$ cat src/rtl/nfchd_pkg.sv
package nfchd_pkg;

  localparam int unsigned MaxFrameBytes = 512;
  localparam int unsigned MinTimeoutMs  = 50;
  localparam int unsigned NormalOverhead = 7;
  localparam int unsigned ExtOverhead    = 10;

  typedef enum logic [1:0] {
    OpStart = 2'd0,
    OpByte  = 2'd1,
    OpTick  = 2'd2
  } op_e;

  typedef enum logic [2:0] {
    PhIdle       = 3'd0,
    PhHunt       = 3'd1,
    PhHeader     = 3'd2,
    PhExtLen     = 3'd3,
    PhNormalBody = 3'd4,
    PhExtBody    = 3'd5
  } phase_e;

  typedef enum logic [2:0] {
    StBusy     = 3'd0,
    StAck      = 3'd1,
    StNormal   = 3'd2,
    StExtended = 3'd3,
    StTimeout  = 3'd4,
    StTooLarge = 3'd5,
    StBad      = 3'd6
  } status_e;

  typedef enum logic [1:0] {
    ResNone  = 2'd0,
    ResOne   = 2'd1,
    ResStart = 2'd2
  } res_kind_e;

  typedef struct packed {
    logic       has_byte;
    logic [7:0] frame_byte;
    logic [8:0] byte_index;
    logic       frame_end;
    logic [2:0] status;
    logic [9:0] frame_length;
  } rsp_t;

  typedef struct packed {
    res_kind_e kind;
    rsp_t      rsp;
  } res_t;

endpackage

$ cat src/rtl/nfchd_if.sv
interface nfchd_in_if ();
  logic       valid;
  logic       ready;
  logic [1:0] operation;
  logic [15:0] timeout_ms;
  logic [7:0] rx_byte;

  modport source (output valid, output operation, output timeout_ms, output rx_byte,
                  input ready);
  modport sink (input valid, input operation, input timeout_ms, input rx_byte,
                output ready);
endinterface

interface nfchd_out_if ();
  logic       valid;
  logic       ready;
  logic       has_byte;
  logic [7:0] frame_byte;
  logic [8:0] byte_index;
  logic       frame_end;
  logic [2:0] status;
  logic [9:0] frame_length;

  modport source (output valid, output has_byte, output frame_byte, output byte_index,
                  output frame_end, output status, output frame_length, input ready);
  modport sink (input valid, input has_byte, input frame_byte, input byte_index,
                input frame_end, input status, input frame_length, output ready);
endinterface

$ cat src/rtl/nfc_host_frame_deframer.sv
// path: an item passes the input register, then the result register
// throughput: one item per cycle while the output is ready; the byte that
// completes the start code holds the result register for all three bytes
// reset: rst_ni low clears the receiver to idle and empties both the input
// register and the result register
module nfc_host_frame_deframer import nfchd_pkg::*; (
  input  logic       clk_i,
  input  logic       rst_ni,
  nfchd_in_if.sink   item_i,
  nfchd_out_if.source result_o
);

  logic        in_valid_q;
  logic [1:0]  op_q;
  logic [15:0] tmo_q;
  logic [7:0]  byte_q;
  logic        free;
  logic        fire;
  logic        take;
  res_t        res;

  assign fire         = in_valid_q && free;
  assign item_i.ready = !in_valid_q || fire;
  assign take         = item_i.valid && item_i.ready;

  always_ff @(posedge clk_i or negedge rst_ni) begin
    if (!rst_ni) begin
      in_valid_q <= 1'b0;
    end else if (item_i.ready) begin
      in_valid_q <= item_i.valid;
    end
  end

  always_ff @(posedge clk_i) begin
    if (take) begin
      op_q   <= item_i.operation;
      tmo_q  <= item_i.timeout_ms;
      byte_q <= item_i.rx_byte;
    end
  end

  nfchd_core u_core (
    .clk_i  (clk_i),
    .rst_ni (rst_ni),
    .fire_i (fire),
    .op_i   (op_q),
    .tmo_i  (tmo_q),
    .byte_i (byte_q),
    .res_o  (res)
  );

  nfchd_outq u_outq (
    .clk_i  (clk_i),
    .rst_ni (rst_ni),
    .load_i (fire),
    .res_i  (res),
    .free_o (free),
    .out_o  (result_o)
  );

endmodule

$ cat src/rtl/nfchd_core.sv
module nfchd_core import nfchd_pkg::*; (
  input  logic        clk_i,
  input  logic        rst_ni,
  input  logic        fire_i,
  input  logic [1:0]  op_i,
  input  logic [15:0] tmo_i,
  input  logic [7:0]  byte_i,
  output res_t        res_o
);

  phase_e      phase_q, phase_d;
  logic [1:0]  sync_q, sync_d;
  logic [9:0]  cnt_q, cnt_d;
  logic [15:0] ms_q, ms_d;
  logic [15:0] len_q, len_d;
  logic [15:0] hdr_q, hdr_d;
  logic [7:0]  sum_q, sum_d;
  logic [9:0]  exp_q, exp_d;

  logic [15:0] ms_dec;
  logic [9:0]  cnt_inc;
  logic [7:0]  h3, h4;
  logic [16:0] norm_total, ext_total;
  logic [7:0]  lcs_sum;

  assign ms_dec     = (ms_q != 16'd0) ? ms_q - 16'd1 : 16'd0;
  assign cnt_inc    = cnt_q + 10'd1;
  assign h3         = hdr_q[15:8];
  assign h4         = hdr_q[7:0];
  assign norm_total = {9'd0, h3} + 17'(NormalOverhead);
  assign ext_total  = {1'b0, len_q} + 17'(ExtOverhead);
  assign lcs_sum    = len_q[7:0] + h4;

  always_comb begin
    phase_d = phase_q;
    sync_d  = sync_q;
    cnt_d   = cnt_q;
    ms_d    = ms_q;
    len_d   = len_q;
    hdr_d   = hdr_q;
    sum_d   = sum_q;
    exp_d   = exp_q;

    res_o.kind             = ResNone;
    res_o.rsp.has_byte     = 1'b1;
    res_o.rsp.frame_byte   = byte_i;
    res_o.rsp.byte_index   = cnt_q[8:0];
    res_o.rsp.frame_end    = 1'b0;
    res_o.rsp.status       = StBusy;
    res_o.rsp.frame_length = cnt_inc;

    if (fire_i) begin
      if (op_i == OpStart) begin
        phase_d = PhHunt;
        sync_d  = 2'd0;
        cnt_d   = 10'd0;
        len_d   = 16'd0;
        hdr_d   = 16'd0;
        sum_d   = 8'd0;
        exp_d   = 10'd0;
        ms_d    = (tmo_i < 16'(MinTimeoutMs)) ? 16'(MinTimeoutMs) : tmo_i;
      end else if (op_i == OpTick && phase_q != PhIdle) begin
        ms_d = ms_dec;
        if (ms_dec == 16'd0) begin
          phase_d                = PhIdle;
          res_o.kind             = ResOne;
          res_o.rsp.has_byte     = 1'b0;
          res_o.rsp.frame_byte   = 8'd0;
          res_o.rsp.byte_index   = 9'd0;
          res_o.rsp.frame_end    = 1'b1;
          res_o.rsp.status       = StTimeout;
          res_o.rsp.frame_length = cnt_q;
        end
      end else if (op_i == OpByte && phase_q == PhHunt) begin
        if (sync_q >= 2'd2 && byte_i == 8'hFF) begin
          res_o.kind = ResStart;
          cnt_d      = 10'd3;
          sync_d     = 2'd0;
          phase_d    = PhHeader;
        end else if (byte_i == 8'h00) begin
          sync_d = (sync_q >= 2'd1) ? 2'd2 : 2'd1;
        end else begin
          sync_d = 2'd0;
        end
      end else if (op_i == OpByte && phase_q != PhIdle) begin
        res_o.kind = ResOne;
        cnt_d      = cnt_inc;
        unique case (phase_q)
          PhHeader: begin
            if (cnt_q == 10'd3) begin
              hdr_d = {byte_i, 8'd0};
            end else if (cnt_q == 10'd4) begin
              hdr_d = {hdr_q[15:8], byte_i};
            end else if (h3 == 8'h00 && h4 == 8'hFF && byte_i == 8'h00) begin
              res_o.rsp.frame_end = 1'b1;
              res_o.rsp.status    = StAck;
            end else if (h3 == 8'hFF && h4 == 8'hFF) begin
              len_d   = {byte_i, 8'd0};
              phase_d = PhExtLen;
            end else begin
              len_d = {8'd0, h3};
              if (norm_total > 17'(MaxFrameBytes)) begin
                res_o.rsp.frame_end = 1'b1;
                res_o.rsp.status    = StTooLarge;
              end else begin
                exp_d   = norm_total[9:0];
                sum_d   = byte_i;
                phase_d = PhNormalBody;
              end
            end
          end
          PhExtLen: begin
            if (cnt_q == 10'd6) begin
              len_d = {len_q[15:8], byte_i};
            end else if (cnt_q >= 10'd8) begin
              if (ext_total > 17'(MaxFrameBytes)) begin
                res_o.rsp.frame_end = 1'b1;
                res_o.rsp.status    = StTooLarge;
              end else begin
                exp_d   = ext_total[9:0];
                phase_d = PhExtBody;
              end
            end
          end
          PhNormalBody: begin
            if (cnt_inc >= exp_q) begin
              res_o.rsp.frame_end = 1'b1;
              if (lcs_sum == 8'h00 && sum_q == 8'h00 && byte_i == 8'h00 &&
                  len_q != 16'd0) begin
                res_o.rsp.status = StNormal;
              end else begin
                res_o.rsp.status = StBad;
              end
            end else begin
              sum_d = sum_q + byte_i;
            end
          end
          PhExtBody: begin
            if (cnt_inc >= exp_q) begin
              res_o.rsp.frame_end = 1'b1;
              res_o.rsp.status    = StExtended;
            end
          end
          default: begin
          end
        endcase
        if (res_o.rsp.frame_end) begin
          phase_d = PhIdle;
        end
      end
    end
  end

  always_ff @(posedge clk_i or negedge rst_ni) begin
    if (!rst_ni) begin
      phase_q <= PhIdle;
      sync_q  <= 2'd0;
      cnt_q   <= 10'd0;
      ms_q    <= 16'd0;
      len_q   <= 16'd0;
      hdr_q   <= 16'd0;
      sum_q   <= 8'd0;
      exp_q   <= 10'd0;
    end else begin
      phase_q <= phase_d;
      sync_q  <= sync_d;
      cnt_q   <= cnt_d;
      ms_q    <= ms_d;
      len_q   <= len_d;
      hdr_q   <= hdr_d;
      sum_q   <= sum_d;
      exp_q   <= exp_d;
    end
  end

endmodule

$ cat src/rtl/nfchd_outq.sv
module nfchd_outq import nfchd_pkg::*; (
  input  logic        clk_i,
  input  logic        rst_ni,
  input  logic        load_i,
  input  res_t        res_i,
  output logic        free_o,
  nfchd_out_if.source out_o
);

  logic [1:0] cnt_q, cnt_d;
  logic [1:0] pos_q, pos_d;
  logic       start_q, start_d;
  rsp_t       rsp_q, rsp_d;
  rsp_t       cur;
  logic       pop;

  assign pop    = out_o.valid && out_o.ready;
  assign free_o = (cnt_q == 2'd0) || (cnt_q == 2'd1 && out_o.ready);

  always_comb begin
    if (start_q) begin
      cur.has_byte     = 1'b1;
      cur.frame_byte   = (pos_q == 2'd2) ? 8'hFF : 8'h00;
      cur.byte_index   = {7'd0, pos_q};
      cur.frame_end    = 1'b0;
      cur.status       = StBusy;
      cur.frame_length = {8'd0, pos_q} + 10'd1;
    end else begin
      cur = rsp_q;
    end
  end

  always_comb begin
    cnt_d   = cnt_q;
    pos_d   = pos_q;
    start_d = start_q;
    rsp_d   = rsp_q;
    if (pop) begin
      cnt_d = cnt_q - 2'd1;
      pos_d = pos_q + 2'd1;
    end
    if (load_i && res_i.kind == ResStart) begin
      cnt_d   = 2'd3;
      pos_d   = 2'd0;
      start_d = 1'b1;
    end else if (load_i && res_i.kind == ResOne) begin
      cnt_d   = 2'd1;
      pos_d   = 2'd0;
      start_d = 1'b0;
      rsp_d   = res_i.rsp;
    end
  end

  always_ff @(posedge clk_i or negedge rst_ni) begin
    if (!rst_ni) begin
      cnt_q   <= 2'd0;
      pos_q   <= 2'd0;
      start_q <= 1'b0;
    end else begin
      cnt_q   <= cnt_d;
      pos_q   <= pos_d;
      start_q <= start_d;
    end
  end

  always_ff @(posedge clk_i) begin
    rsp_q <= rsp_d;
  end

  assign out_o.valid        = (cnt_q != 2'd0);
  assign out_o.has_byte     = cur.has_byte;
  assign out_o.frame_byte   = cur.frame_byte;
  assign out_o.byte_index   = cur.byte_index;
  assign out_o.frame_end    = cur.frame_end;
  assign out_o.status       = cur.status;
  assign out_o.frame_length = cur.frame_length;

endmodule

$ cat src/flat_wrapper.sv
// flat-port wrapper written by rule: the top's interface ports become plain ports
module nfc_host_frame_deframer_flat import nfchd_pkg::*;
  (clk_i, rst_ni, item_i_valid, item_i_operation, item_i_timeout_ms, item_i_rx_byte, item_i_ready, result_o_valid, result_o_has_byte, result_o_frame_byte, result_o_byte_index, result_o_frame_end, result_o_status, result_o_frame_length, result_o_ready);
  nfchd_in_if item_i_i ();
  nfchd_out_if result_o_i ();
  input  logic clk_i;
  input  logic rst_ni;
  input wire logic [$bits(item_i_i.valid)-1:0] item_i_valid;
  input wire logic [$bits(item_i_i.operation)-1:0] item_i_operation;
  input wire logic [$bits(item_i_i.timeout_ms)-1:0] item_i_timeout_ms;
  input wire logic [$bits(item_i_i.rx_byte)-1:0] item_i_rx_byte;
  output wire logic [$bits(item_i_i.ready)-1:0] item_i_ready;
  output wire logic [$bits(result_o_i.valid)-1:0] result_o_valid;
  output wire logic [$bits(result_o_i.has_byte)-1:0] result_o_has_byte;
  output wire logic [$bits(result_o_i.frame_byte)-1:0] result_o_frame_byte;
  output wire logic [$bits(result_o_i.byte_index)-1:0] result_o_byte_index;
  output wire logic [$bits(result_o_i.frame_end)-1:0] result_o_frame_end;
  output wire logic [$bits(result_o_i.status)-1:0] result_o_status;
  output wire logic [$bits(result_o_i.frame_length)-1:0] result_o_frame_length;
  input wire logic [$bits(result_o_i.ready)-1:0] result_o_ready;
  assign item_i_i.valid = item_i_valid;
  assign item_i_i.operation = item_i_operation;
  assign item_i_i.timeout_ms = item_i_timeout_ms;
  assign item_i_i.rx_byte = item_i_rx_byte;
  assign item_i_ready = item_i_i.ready;
  assign result_o_valid = result_o_i.valid;
  assign result_o_has_byte = result_o_i.has_byte;
  assign result_o_frame_byte = result_o_i.frame_byte;
  assign result_o_byte_index = result_o_i.byte_index;
  assign result_o_frame_end = result_o_i.frame_end;
  assign result_o_status = result_o_i.status;
  assign result_o_frame_length = result_o_i.frame_length;
  assign result_o_i.ready = result_o_ready;
  nfc_host_frame_deframer u_core (.clk_i(clk_i), .rst_ni(rst_ni), .item_i(item_i_i), .result_o(result_o_i));
endmodule
$ cat config.mk
export PLATFORM = sky130hd
export DESIGN_NAME = nfc_host_frame_deframer_flat
export DESIGN_NICKNAME = d
export VERILOG_FILES = /design/src/rtl/nfchd_pkg.sv /design/src/rtl/nfchd_if.sv /design/src/rtl/nfc_host_frame_deframer.sv /design/src/rtl/nfchd_core.sv /design/src/rtl/nfchd_outq.sv /design/src/flat_wrapper.sv
export SDC_FILE = /design/constraint.sdc
export NUM_CORES = 1
export LEC_CHECK = 0
export BUFFER_PORTS_ARGS = -buffer_cell sky130_fd_sc_hd__buf_2
export CAP_MARGIN = 20
export CORE_MARGIN = 4
export CORE_UTILIZATION = 60
export DETAILED_ROUTE_END_ITERATION = 6
export GPL_ROUTABILITY_DRIVEN = 0
export PLACE_DENSITY = 0.8
export SKIP_LAST_GASP = 1
export SLEW_MARGIN = 20
export SYNTH_ARGS = -nofsm -noshare
export SYNTH_HDL_FRONTEND = slang
export SYNTH_SLANG_ARGS = --single-unit
$ cat constraint.sdc
create_clock -name clk_i -period 10 [get_ports clk_i]
set_clock_uncertainty 0.2 [all_clocks]
set_input_delay 0.5 -clock clk_i [delete_from_list [all_inputs] [get_ports clk_i]]
set_output_delay 0.5 -clock clk_i [all_outputs]
set_load 0.005 [all_outputs]
==> reports/metrics.cfg, run 1 <==
[run_status]
outcome = complete, no violations

[grt]
antenna_found_initial = 0
grt_pass1_wl_mm = 31.91
grt_pass1_vias = 6522
grt_max_degree = 51
grt-ovfl-total = 0
track_usage = 0.2470

[pwr]
p_leak_nw = 4.161
ir_drop_uv = 158.1
powerDensity_nw_per_um2 = 236.0

[layout]
syn_to_final_growth_pct = 11.21
final_area_sq_um = 9498
drive_gt1_frac = 0.1441
insertedDiodeCount = 0
final_nets = 1014

[worst_setup_path]
crit_path_max_fanout = 13
r2r_setup_slack_ns = 5.71
worst_ep_arrival_time_ns = 4.41
cp-end-kind = register
cp-start-kind = register
path_class = reg -> reg
required_ns = 10.12

[die]
die_w_um = 127.3
core_region_area_sq_um = 13930
die_area_sq_um = 16210
rows = 43
ios = 64
start_util = 0.6129
chipHeight_um = 127.3

[placed_design]
port_buffers = 63
placed_area_sq_um = 8962
post-dp-hpwl_mm = 13.75

[sta]
tns_ns = 0
fmax_mhz = 233.3
hold_viol_final = 0
slew-limit-headroom = 0.3083
report.final.setup_viol = 0
finalMaxSlewViolations = 0
worst_pin_slew_ns = 1.031
post-route-period-util = 0.4287
rsz0062_at_grt = no
post-route-min-period_ns = 4.287

[logic_synthesis]
synthArstFlopShare = 0.6000
synth_area_sq_um = 8541
yosys-top-cells-area = dfrtp_1, edfxtp_1, ha_1
synthSimpleGateAreaFrac = 0.1907
synthCells = 896
ys_warn_count = 0
ys_ff_latch = 145
synth-compound-area-share = 0.1617
synth.top_cell.area_share = 0.2549
syn_area_per_cell_sq_um = 9.532
synth_largest_area_cell = dfrtp_1
synth_ff_type = dfrtp_1
synth_fa_ha_area_frac = 0.05889
synth_top_family_by_area = simple AND/OR/NAND/NOR gates
synth_edf_count = 58
synthMuxAreaShare = 0.04336
synth.distinct_cells = 65
synth_nets = 965
synth_xor_area_frac = 0.04307
yosysSeqAreaShare = 0.4588

[drt]
routed_wl_mm = 19.63
vias = 6927
wl_per_cell_um = 17.25
drc = 0
dr.pass1.iters = 5
viasPerCell = 6.087
detail-route-antenna-nets = 0
drt_iter0_markers = 563

[clock_network]
path_clk_slew_ns = 0.06
ctsHtreeMaxLevel = 4
cts_resized = 0
root_buffer = clkbuf_16
clockBufferDepth = 2
cts_setup_buffers = 0
numClockSinks = 145
cts_buffers = 17
postCtsHoldBufs = 1
insertion_delay_ns = 0.42
cts_tree = done

[job]
maxCapViolations = 0

[worst_hold_path]
min_path_type = in -> reg

[stage by stage]
stage / power, mW / hold WS [ns] / setup WS, ns / cells / utilization
final: 2.242 / 0.04748 / 5.713 / 1138 / 0.6816
after global routing: 2.387 / 0.04096 / 5.479 / 1138 / 0.6816
after CTS: 2.238 / 0.04011 / 5.517 / 1138 / 0.6809
after detailed placement: 1.675 / 0.2933 / 5.567 / 1105 / 0.6432
after global placement: 1.650 / 0.2823 / 5.720 / 1105 / 0.6432
after floorplan: 1.421 / 0.004409 / 5.799 / 896 / -
[area by class of cell]
cell class | instances | area [sq um]
clock inverters | 6 | 36.28
multi-input cells | 658 | 4270
repair buffers | 69 | 365.4
well taps | 180 | 225.2
fillers | 1108 | 4437
inverters | 54 | 202.7
clock buffers | 26 | 479.2
flip-flops and latches | 145 | 3919
[registers in the layout (all words and copies together), names as in the netlist]
name / flops
u_core.u_outq.rsp_q: 32
u_core.tmo_q: 16
u_core.u_core.hdr_q: 16
u_core.u_core.len_q: 16
u_core.u_core.ms_q: 16
u_core.u_core.cnt_q: 10
u_core.u_core.exp_q: 10
u_core.byte_q: 8
u_core.u_core.sum_q: 8
u_core.u_core.phase_q: 3
u_core.op_q: 2
u_core.u_core.sync_q: 2
u_core.u_outq.cnt_q: 2
u_core.u_outq.pos_q: 2
u_core.in_valid_q: 1
u_core.u_outq.start_q: 1
[cells in the final DEF (no fill, tap or decap), types with 24 or more instances in the layout]
cell type	count
nor2b_1	24
buf_2	62
ha_1	37
a21oi_1	44
nand2_1	100
edfxtp_1	58
nor2_1	57
xnor2_1	25
inv_1	54
mux2_2	24
dfrtp_1	87
o21ai_0	82
[cell families (layout without fill, tap and decap cells)]
logic type,count (synthesis),after routing
adder cells (fa/ha/maj),39,39
AO/OA/AOI/OAI,219,219
AND/OR/NAND/NOR,324,324
XOR/XNOR,42,42
flip-flops,145,145
multiplexers,34,34
buffers and inverters,93,155
[per-layer routing]
layer	vias up	track usage	wire length, um
li1	3321	-	-
met5	-	0	0
met1	3285	0.3319	8462
met2	273	0.4020	9381
met4	0	0.09527	532
met3	48	0.04390	1256
[critical path, cell delays in order (launching register included)]
cell and delay, ns:
dfrtp_1 0.55, and3_1 0.28, and3_1 0.27, and3_1 0.28, xor2_1 0.17, ha_1 0.27
a21o_1 0.16, a21o_1 0.18, a21o_1 0.17, a2111oi_0 0.36, o21ai_0 0.23, a21oi_2 0.56
a41oi_1 0.20, o32ai_1 0.29
[cells in the mapped netlist (19+ instances only)]
cell,number
inv_1,54
a21oi_1,45
nor2_1,58
nor2b_1,24
nand2_1,100
nor3_1,24
ha_1,37
nand3_1,19
edfxtp_1,58
mux2_2,24
clkbuf_1,30
o21ai_0,83
dfrtp_1,87
xnor2_1,25
[path summary, 6_finish.rpt]
kind,cells after the start,startpoint,endpoint
setup reg to reg,13,u_core.u_core.cnt_q[2],u_core.u_core.sum_q[7]
hold reg to reg,1,u_core.u_core.exp_q[9],u_core.u_core.exp_q[9]
hold / removal,1,item_i_rx_byte[7],u_core.byte_q[7]
max in group asynchronous,3,rst_ni,u_core.u_core.ms_q[7]
min in group asynchronous,2,rst_ni,u_core.u_core.len_q[11]
setup / recovery,13,u_core.u_core.cnt_q[2],u_core.u_core.sum_q[7]
[report_power, final]
| part | leakage (nW) | switching, mW | internal (mW) | total (mW) |
|---|---|---|---|---|
| registers | 1.64 | 0.158 | 0.763 | 0.920 |
| logic | 2.27 | 0.436 | 0.322 | 0.758 |
| clock network | 0.252 | 0.234 | 0.329 | 0.563 |
| total | 4.16 | 0.829 | 1.41 | 2.24 |
Note: power is estimated with default switching activity, not from simulation.
==> run 2, diff against run 1 <==
--- a/config.mk
+++ b/config.mk
@@ -8,10 +8,10 @@
 export BUFFER_PORTS_ARGS = -buffer_cell sky130_fd_sc_hd__buf_2
 export CAP_MARGIN = 20
 export CORE_MARGIN = 4
-export CORE_UTILIZATION = 60
+export CORE_UTILIZATION = 55
 export DETAILED_ROUTE_END_ITERATION = 6
 export GPL_ROUTABILITY_DRIVEN = 0
-export PLACE_DENSITY = 0.8
+export PLACE_DENSITY = 0.77
 export SKIP_LAST_GASP = 1
 export SLEW_MARGIN = 20
 export SYNTH_ARGS = -nofsm -noshare
==> constraint.sdc (replaced) <==
create_clock -name clk_i -period 3.71 [get_ports clk_i]
set_clock_uncertainty 0.2 [all_clocks]
set_input_delay 0.1855 -clock clk_i [delete_from_list [all_inputs] [get_ports clk_i]]
set_output_delay 0.1855 -clock clk_i [all_outputs]
set_load 0.005 [all_outputs]
==> run 2 against run 1 <==
Register-to-register slack got worse by 5.6 ns. Clock power increased to 3.0 times the previous value. Final cell count increased by 6.9%. Utilization decreased by 0.85 points. Combinational power increased to 3.1 times the previous value.
==> reports/metrics.cfg, run 2 (synthesis results as in run 1) <==
[run_status]
outcome = complete, no violations

[clock_network]
insertion_delay_ns = 0.44
cts_tree = done
ctsHtreeMaxLevel = 4
numClockSinks = 145
root_buffer = clkbuf_16
cts_buffers = 17
clockBufferDepth = 2
path_clk_slew_ns = 0.06

[sta]
tns_ns = 0
post-route-period-util = 0.9695
fmax_mhz = 278.0
whs_ns = 0.04755
slew-limit-headroom = 0.3885
worst_pin_slew_ns = 0.9053
finalMaxSlewViolations = 0
report.final.setup_viol = 0
post-route-min-period_ns = 3.597
hold_viol_final = 0

[worst_setup_path]
r2r-end = u_core.u_outq.rsp_q[0]
crit_path_max_fanout = 5
worst_ep_arrival_time_ns = 3.59
r2r_start = u_core.u_core.ms_q[0]
r2r_setup_slack_ns = 0.11
reg2reg_depth = 12
cp-end-kind = register
cp-start-kind = register
required_ns = 3.70
path_class = reg -> reg

[die]
ios = 64
core_region_area_sq_um = 15200
die_area_sq_um = 17590
die_w_um = 132.6
start_util = 0.5618
chipHeight_um = 132.6
rows = 45

[drt]
dr.pass1.iters = 5
drt_iter0_markers = 560
detail-route-antenna-nets = 0
vias = 7304
drc = 0
wl_per_cell_um = 17.93
routed_wl_mm = 21.83
viasPerCell = 6.002

[placed_design]
port_buffers = 63
post-place-cells = 1149
placed_area_sq_um = 9263
post-dp-hpwl_mm = 14.95

[layout]
regMostFlops = u_core.u_outq.rsp_q
final_nets = 1085
layout_commonest_cell = nand2_1
final_area_sq_um = 10230
drive_gt1_frac = 0.1827
final_cells = 1217
largest_register_ffs = 32
insertedDiodeCount = 0
syn_to_final_growth_pct = 19.81
mostFrequentLayoutCells = nand2_1, dfrtp_1, o21ai_0
n_fill_cell = 1182

[worst_hold_path]
min_path_cells = 4
hp-start = result_o_ready
hold_path_end = u_core.u_outq.pos_q[1]
min_path_type = in -> reg

[pwr]
seqPwrFrac = 0.372
ir_drop_uv = 365.9
powerDensity_nw_per_um2 = 629.0
total_power_mw = 6.436
pwr-share-comb = 0.363
switching_power_mw = 2.375
p_leak_nw = 4.518
internal-power_mw = 4.060
netSwitchingFraction = 0.3691
clkPwrFrac = 0.264

[grt]
grt_pass1_wl_mm = 35.49
grtUsageMet3 = 0.03840
grt_max_degree = 64
grt_use_met1 = 0.3318
grt_use_met2 = 0.4169
grt_pass1_vias = 7070
track_usage = 0.2504
antenna_found_initial = 0
grt-ovfl-total = 0
busiest_layer = met2

[job]
maxCapViolations = 0

==> run 2: cell count changes in the layout (fill, tap and decap cells not counted), moves of 2 or more <==
cell           previous run  this run
inv_6                     0         2
bufinv_16                 0         2
clkinvlp_4                1         4
clkbuf_1                  7         1
buf_6                     0         2
buf_12                    0         2
buf_4                     6        44
dlygate4sd3_1             1        29
==> run 2: what timing repair did <==
item / CTS / global route
buffers inserted: 0 / 5
endpoints found under the hold margin: 89 / 0
hold buffers: 29 / 0
endpoints found under the setup margin: 0 / 32
gates resized for setup: 0 / 10
==> run 2: worst max-delay path by stage <==
stage                      startpoint                     end  slack (ns)  cells past startpoint
5_1_grt        u_core.u_core.cnt_q[1]  u_core.u_core.sum_q[7]       -0.03                     14
6_report        u_core.u_core.ms_q[0]  u_core.u_outq.rsp_q[0]        0.11                     12
2_1_floorplan   u_core.u_core.ms_q[0]  u_core.u_outq.rsp_q[0]        0.02                     11
3_3_place_gp   u_core.u_core.cnt_q[1]  u_core.u_core.sum_q[7]        0.11                     14
3_5_place_dp    u_core.u_core.ms_q[0]  u_core.u_outq.rsp_q[4]        0.07                     11
4_1_cts        u_core.u_core.cnt_q[1]  u_core.u_core.sum_q[7]        0.04                     14
==> run 2: power by group through the flow <==
stage          logic, mW  registers, mW  clock network (mW)
2_1_floorplan       1.52           2.31                   0
4_1_cts             2.27           2.39                1.71
5_1_grt             2.63           2.45                1.79
3_3_place_gp        2.17           2.40                   0
6_report            2.34           2.40                1.70
3_5_place_dp        2.23           2.41                   0
==> run 2: layer usage <==
| layer | vias up | part of all wire |
|---|---|---|
| li1 | 3469 | - |
| met1 | 3497 | 0.43 |
| met2 | 284 | 0.49 |
| met3 | 54 | 0.062 |
| met4 | 0 | 0.024 |
| met5 | - | 0 |
==> run 2: worst max-delay path: stages (launching register included) <==
cell	delay, ns
dfrtp_1	0.40
inv_1	0.08
ha_1	0.16
or4b_4	0.50
or4b_4	0.54
or3_1	0.38
mux2i_1	0.22
and3_4	0.25
o211a_4	0.19
inv_1	0.05
ha_1	0.26
nor2_1	0.10
a21oi_1	0.05
==> run 2: area by class of cell <==
| class | instances | area (sq um) | area share |
|---|---|---|---|
| repair buffers | 140 | 998.5 | 0.09758 |
| well taps | 188 | 235.2 | 0.02299 |
| multi-input cells | 658 | 4299 | 0.4202 |
| flip-flops and latches | 145 | 3919 | 0.3830 |
| clock inverters | 13 | 135.1 | 0.01321 |
| inverters | 54 | 202.7 | 0.01981 |
| clock buffers | 19 | 442.9 | 0.04329 |
==> run 2: stage by stage <==
stage | utilization | worst slack (ns)
floorplan | - | 0.02204
global placement | 0.6093 | 0.1113
detailed placement | 0.6093 | 0.07231
CTS | 0.6664 | 0.04219
global route | 0.6731 | -0.03338
finish | 0.6731 | 0.1131
==> run 3, diff against run 2 <==
--- a/config.mk
+++ b/config.mk
@@ -8,10 +8,10 @@
 export BUFFER_PORTS_ARGS = -buffer_cell sky130_fd_sc_hd__buf_2
 export CAP_MARGIN = 20
 export CORE_MARGIN = 4
-export CORE_UTILIZATION = 55
+export CORE_UTILIZATION = 60
 export DETAILED_ROUTE_END_ITERATION = 6
 export GPL_ROUTABILITY_DRIVEN = 0
-export PLACE_DENSITY = 0.77
+export PLACE_DENSITY = 0.8
 export SKIP_LAST_GASP = 1
 export SLEW_MARGIN = 20
 export SYNTH_ARGS = -nofsm -noshare
==> constraint.sdc (replaced) <==
create_clock -name clk_i -period 4.55 [get_ports clk_i]
set_clock_uncertainty 0.2 [all_clocks]
set_input_delay 0.2275 -clock clk_i [delete_from_list [all_inputs] [get_ports clk_i]]
set_output_delay 0.2275 -clock clk_i [all_outputs]
set_load 0.005 [all_outputs]
==> run 3 against run 2 <==
Routed wire length down 5.3%. Sequential share of layout area up 1.3 points. Global-route usage up 1.4 points. Worst setup slack better by 0.47 ns. Combinational power down 28%. Register-to-register slack better by 0.47 ns. Largest power group unchanged.
==> reports/metrics.cfg, run 3 (synthesis results as in run 1) <==
[worst_hold_path]
hold_path_end = u_core.u_outq.pos_q[1]
min_path_type = in -> reg
hp-start = result_o_ready
min_path_cells = 4

[layout]
syn_to_final_growth_pct = 15.90
regMostFlops = u_core.u_outq.rsp_q
final_nets = 1043
final_cells = 1167
mostFrequentLayoutCells = nand2_1, dfrtp_1, o21ai_0
largest_register_ffs = 32
final_area_sq_um = 9898
insertedDiodeCount = 0
postLayoutCoreUtil = 0.7103
layout_commonest_cell = nand2_1
drive_gt1_frac = 0.1439

[sta]
finalMaxSlewViolations = 0
tns_ns = 0
fmax_mhz = 251.8
post-route-min-period_ns = 3.971
setup_ws_ns = 0.5792
worst_pin_slew_ns = 1.081
rsz0062_at_grt = no
slew-limit-headroom = 0.2738
whs_ns = 0.1005
hold_viol_final = 0
report.final.setup_viol = 0
post-route-period-util = 0.8727

[placed_design]
post-place-cells = 1106
port_buffers = 63
post-place-ws_ns = 0.6430
post-dp-hpwl_mm = 14.08
placed_area_sq_um = 8982

[clock_network]
ctsHtreeMaxLevel = 4
cts_resized = 0
postCtsHoldBufs = 29
cts_buffers = 17
clockBufferDepth = 2
path_clk_slew_ns = 0.06
insertion_delay_ns = 0.43
cts_setup_buffers = 0
cts_tree = done
root_buffer = clkbuf_16
numClockSinks = 145

[worst_setup_path]
cp-end-kind = register
crit_chain = and3_1, and3_1, and3_1, xor2_1, ha_1, a21o_1, a21o_1, a21o_1, a2111oi_0, o21ai_0, a21oi_1, buf_4, a41oi_1, o32ai_1
r2r-end = u_core.u_core.sum_q[7]
cp.buffers_inverters = 1
critPathMaxStageDelay_ns = 0.55
r2r_start = u_core.u_core.cnt_q[2]
crit_path_max_fanout = 13
r2r_setup_slack_ns = 0.58
reg2reg_depth = 14
worst_ep_arrival_time_ns = 4.10
required_ns = 4.68
critical-path-top-delay-family = compound AO/OA/AOI/OAI gates
cp-start-kind = register
path_class = reg -> reg
slowest_stage = dfrtp_1

[die]
die_w_um = 127.3
start_util = 0.6129
die_area_sq_um = 16210
core_region_area_sq_um = 13930
chipHeight_um = 127.3
rows = 43
ios = 64

[drt]
viasPerCell = 6.060
routed_wl_mm = 20.66
drt_iter0_markers = 647
drc = 0
dr.pass1.iters = 5
vias = 7072
wl_per_cell_um = 17.70
detail-route-antenna-nets = 0

[grt]
grt-ovfl-total = 0
grt_max_degree = 53
antenna_found_initial = 1
grt_pass1_wl_mm = 34.13
track_usage = 0.2646
grt_pass1_vias = 6826

[pwr]
total_power_mw = 5.194
powerDensity_nw_per_um2 = 524.7
p_leak_nw = 4.324
ir_drop_uv = 348.4

[run_status]
outcome = complete, no violations

[job]
maxCapViolations = 0

==> run 3: cell count changes in the layout (fill, tap and decap cells not counted), moves of 2 or more <==
cell / change
buf_6: -2
clkinv_4: +4
bufinv_16: +2
inv_6: -2
clkinv_2: -2
clkinvlp_4: -2
buf_4: -38
==> run 3: how the worst max path moves through the flow <==
stage	startpoint	endpoint	slack [ns]	cells after the start
floorplan	u_core.u_core.ms_q[0]	u_core.u_outq.rsp_q[0]	0.35	11
global placement	u_core.u_core.ms_q[0]	u_core.u_outq.rsp_q[29]	0.76	10
detailed placement	u_core.u_core.ms_q[0]	u_core.u_outq.rsp_q[31]	0.64	10
CTS	u_core.u_core.ms_q[0]	u_core.u_outq.rsp_q[28]	0.63	10
global route	u_core.u_core.cnt_q[2]	u_core.u_core.phase_q[1]	0.36	12
finish	u_core.u_core.cnt_q[2]	u_core.u_core.sum_q[7]	0.58	14
==> run 3: final cells by class <==
cell class	instances	area, sq um
multi-input cells	658	4265
fillers	1039	4036
flip-flops and latches	145	3919
repair buffers	98	665.6
clock buffers	19	432.9
well taps	180	225.2
inverters	54	202.7
clock inverters	13	187.7
==> run 3: power by group <==
group | leakage, nW | internal (mW) | switching [mW] | total, mW
clock network | 0.295 | 0.917 | 0.553 | 1.47
registers | 1.64 | 1.68 | 0.353 | 2.03
logic | 2.39 | 0.731 | 0.964 | 1.69
total | 4.32 | 3.32 | 1.87 | 5.19
==> run 3: routing by layer <==
layer	routed length, um	GRT usage	vias up	share of wire
li1	-	-	3381	-
met1	9072	0.3611	3381	0.44
met2	9810	0.4249	264	0.47
met3	1340	0.04849	46	0.065
met4	437	0.09842	0	0.021
met5	0	0	-	0
==> run 3: worst min-delay path, stage by stage <==
cell and delay (ns):
buf_2 0.10, nor2b_1 0.19, nor2_1 0.11, a211oi_1 0.05
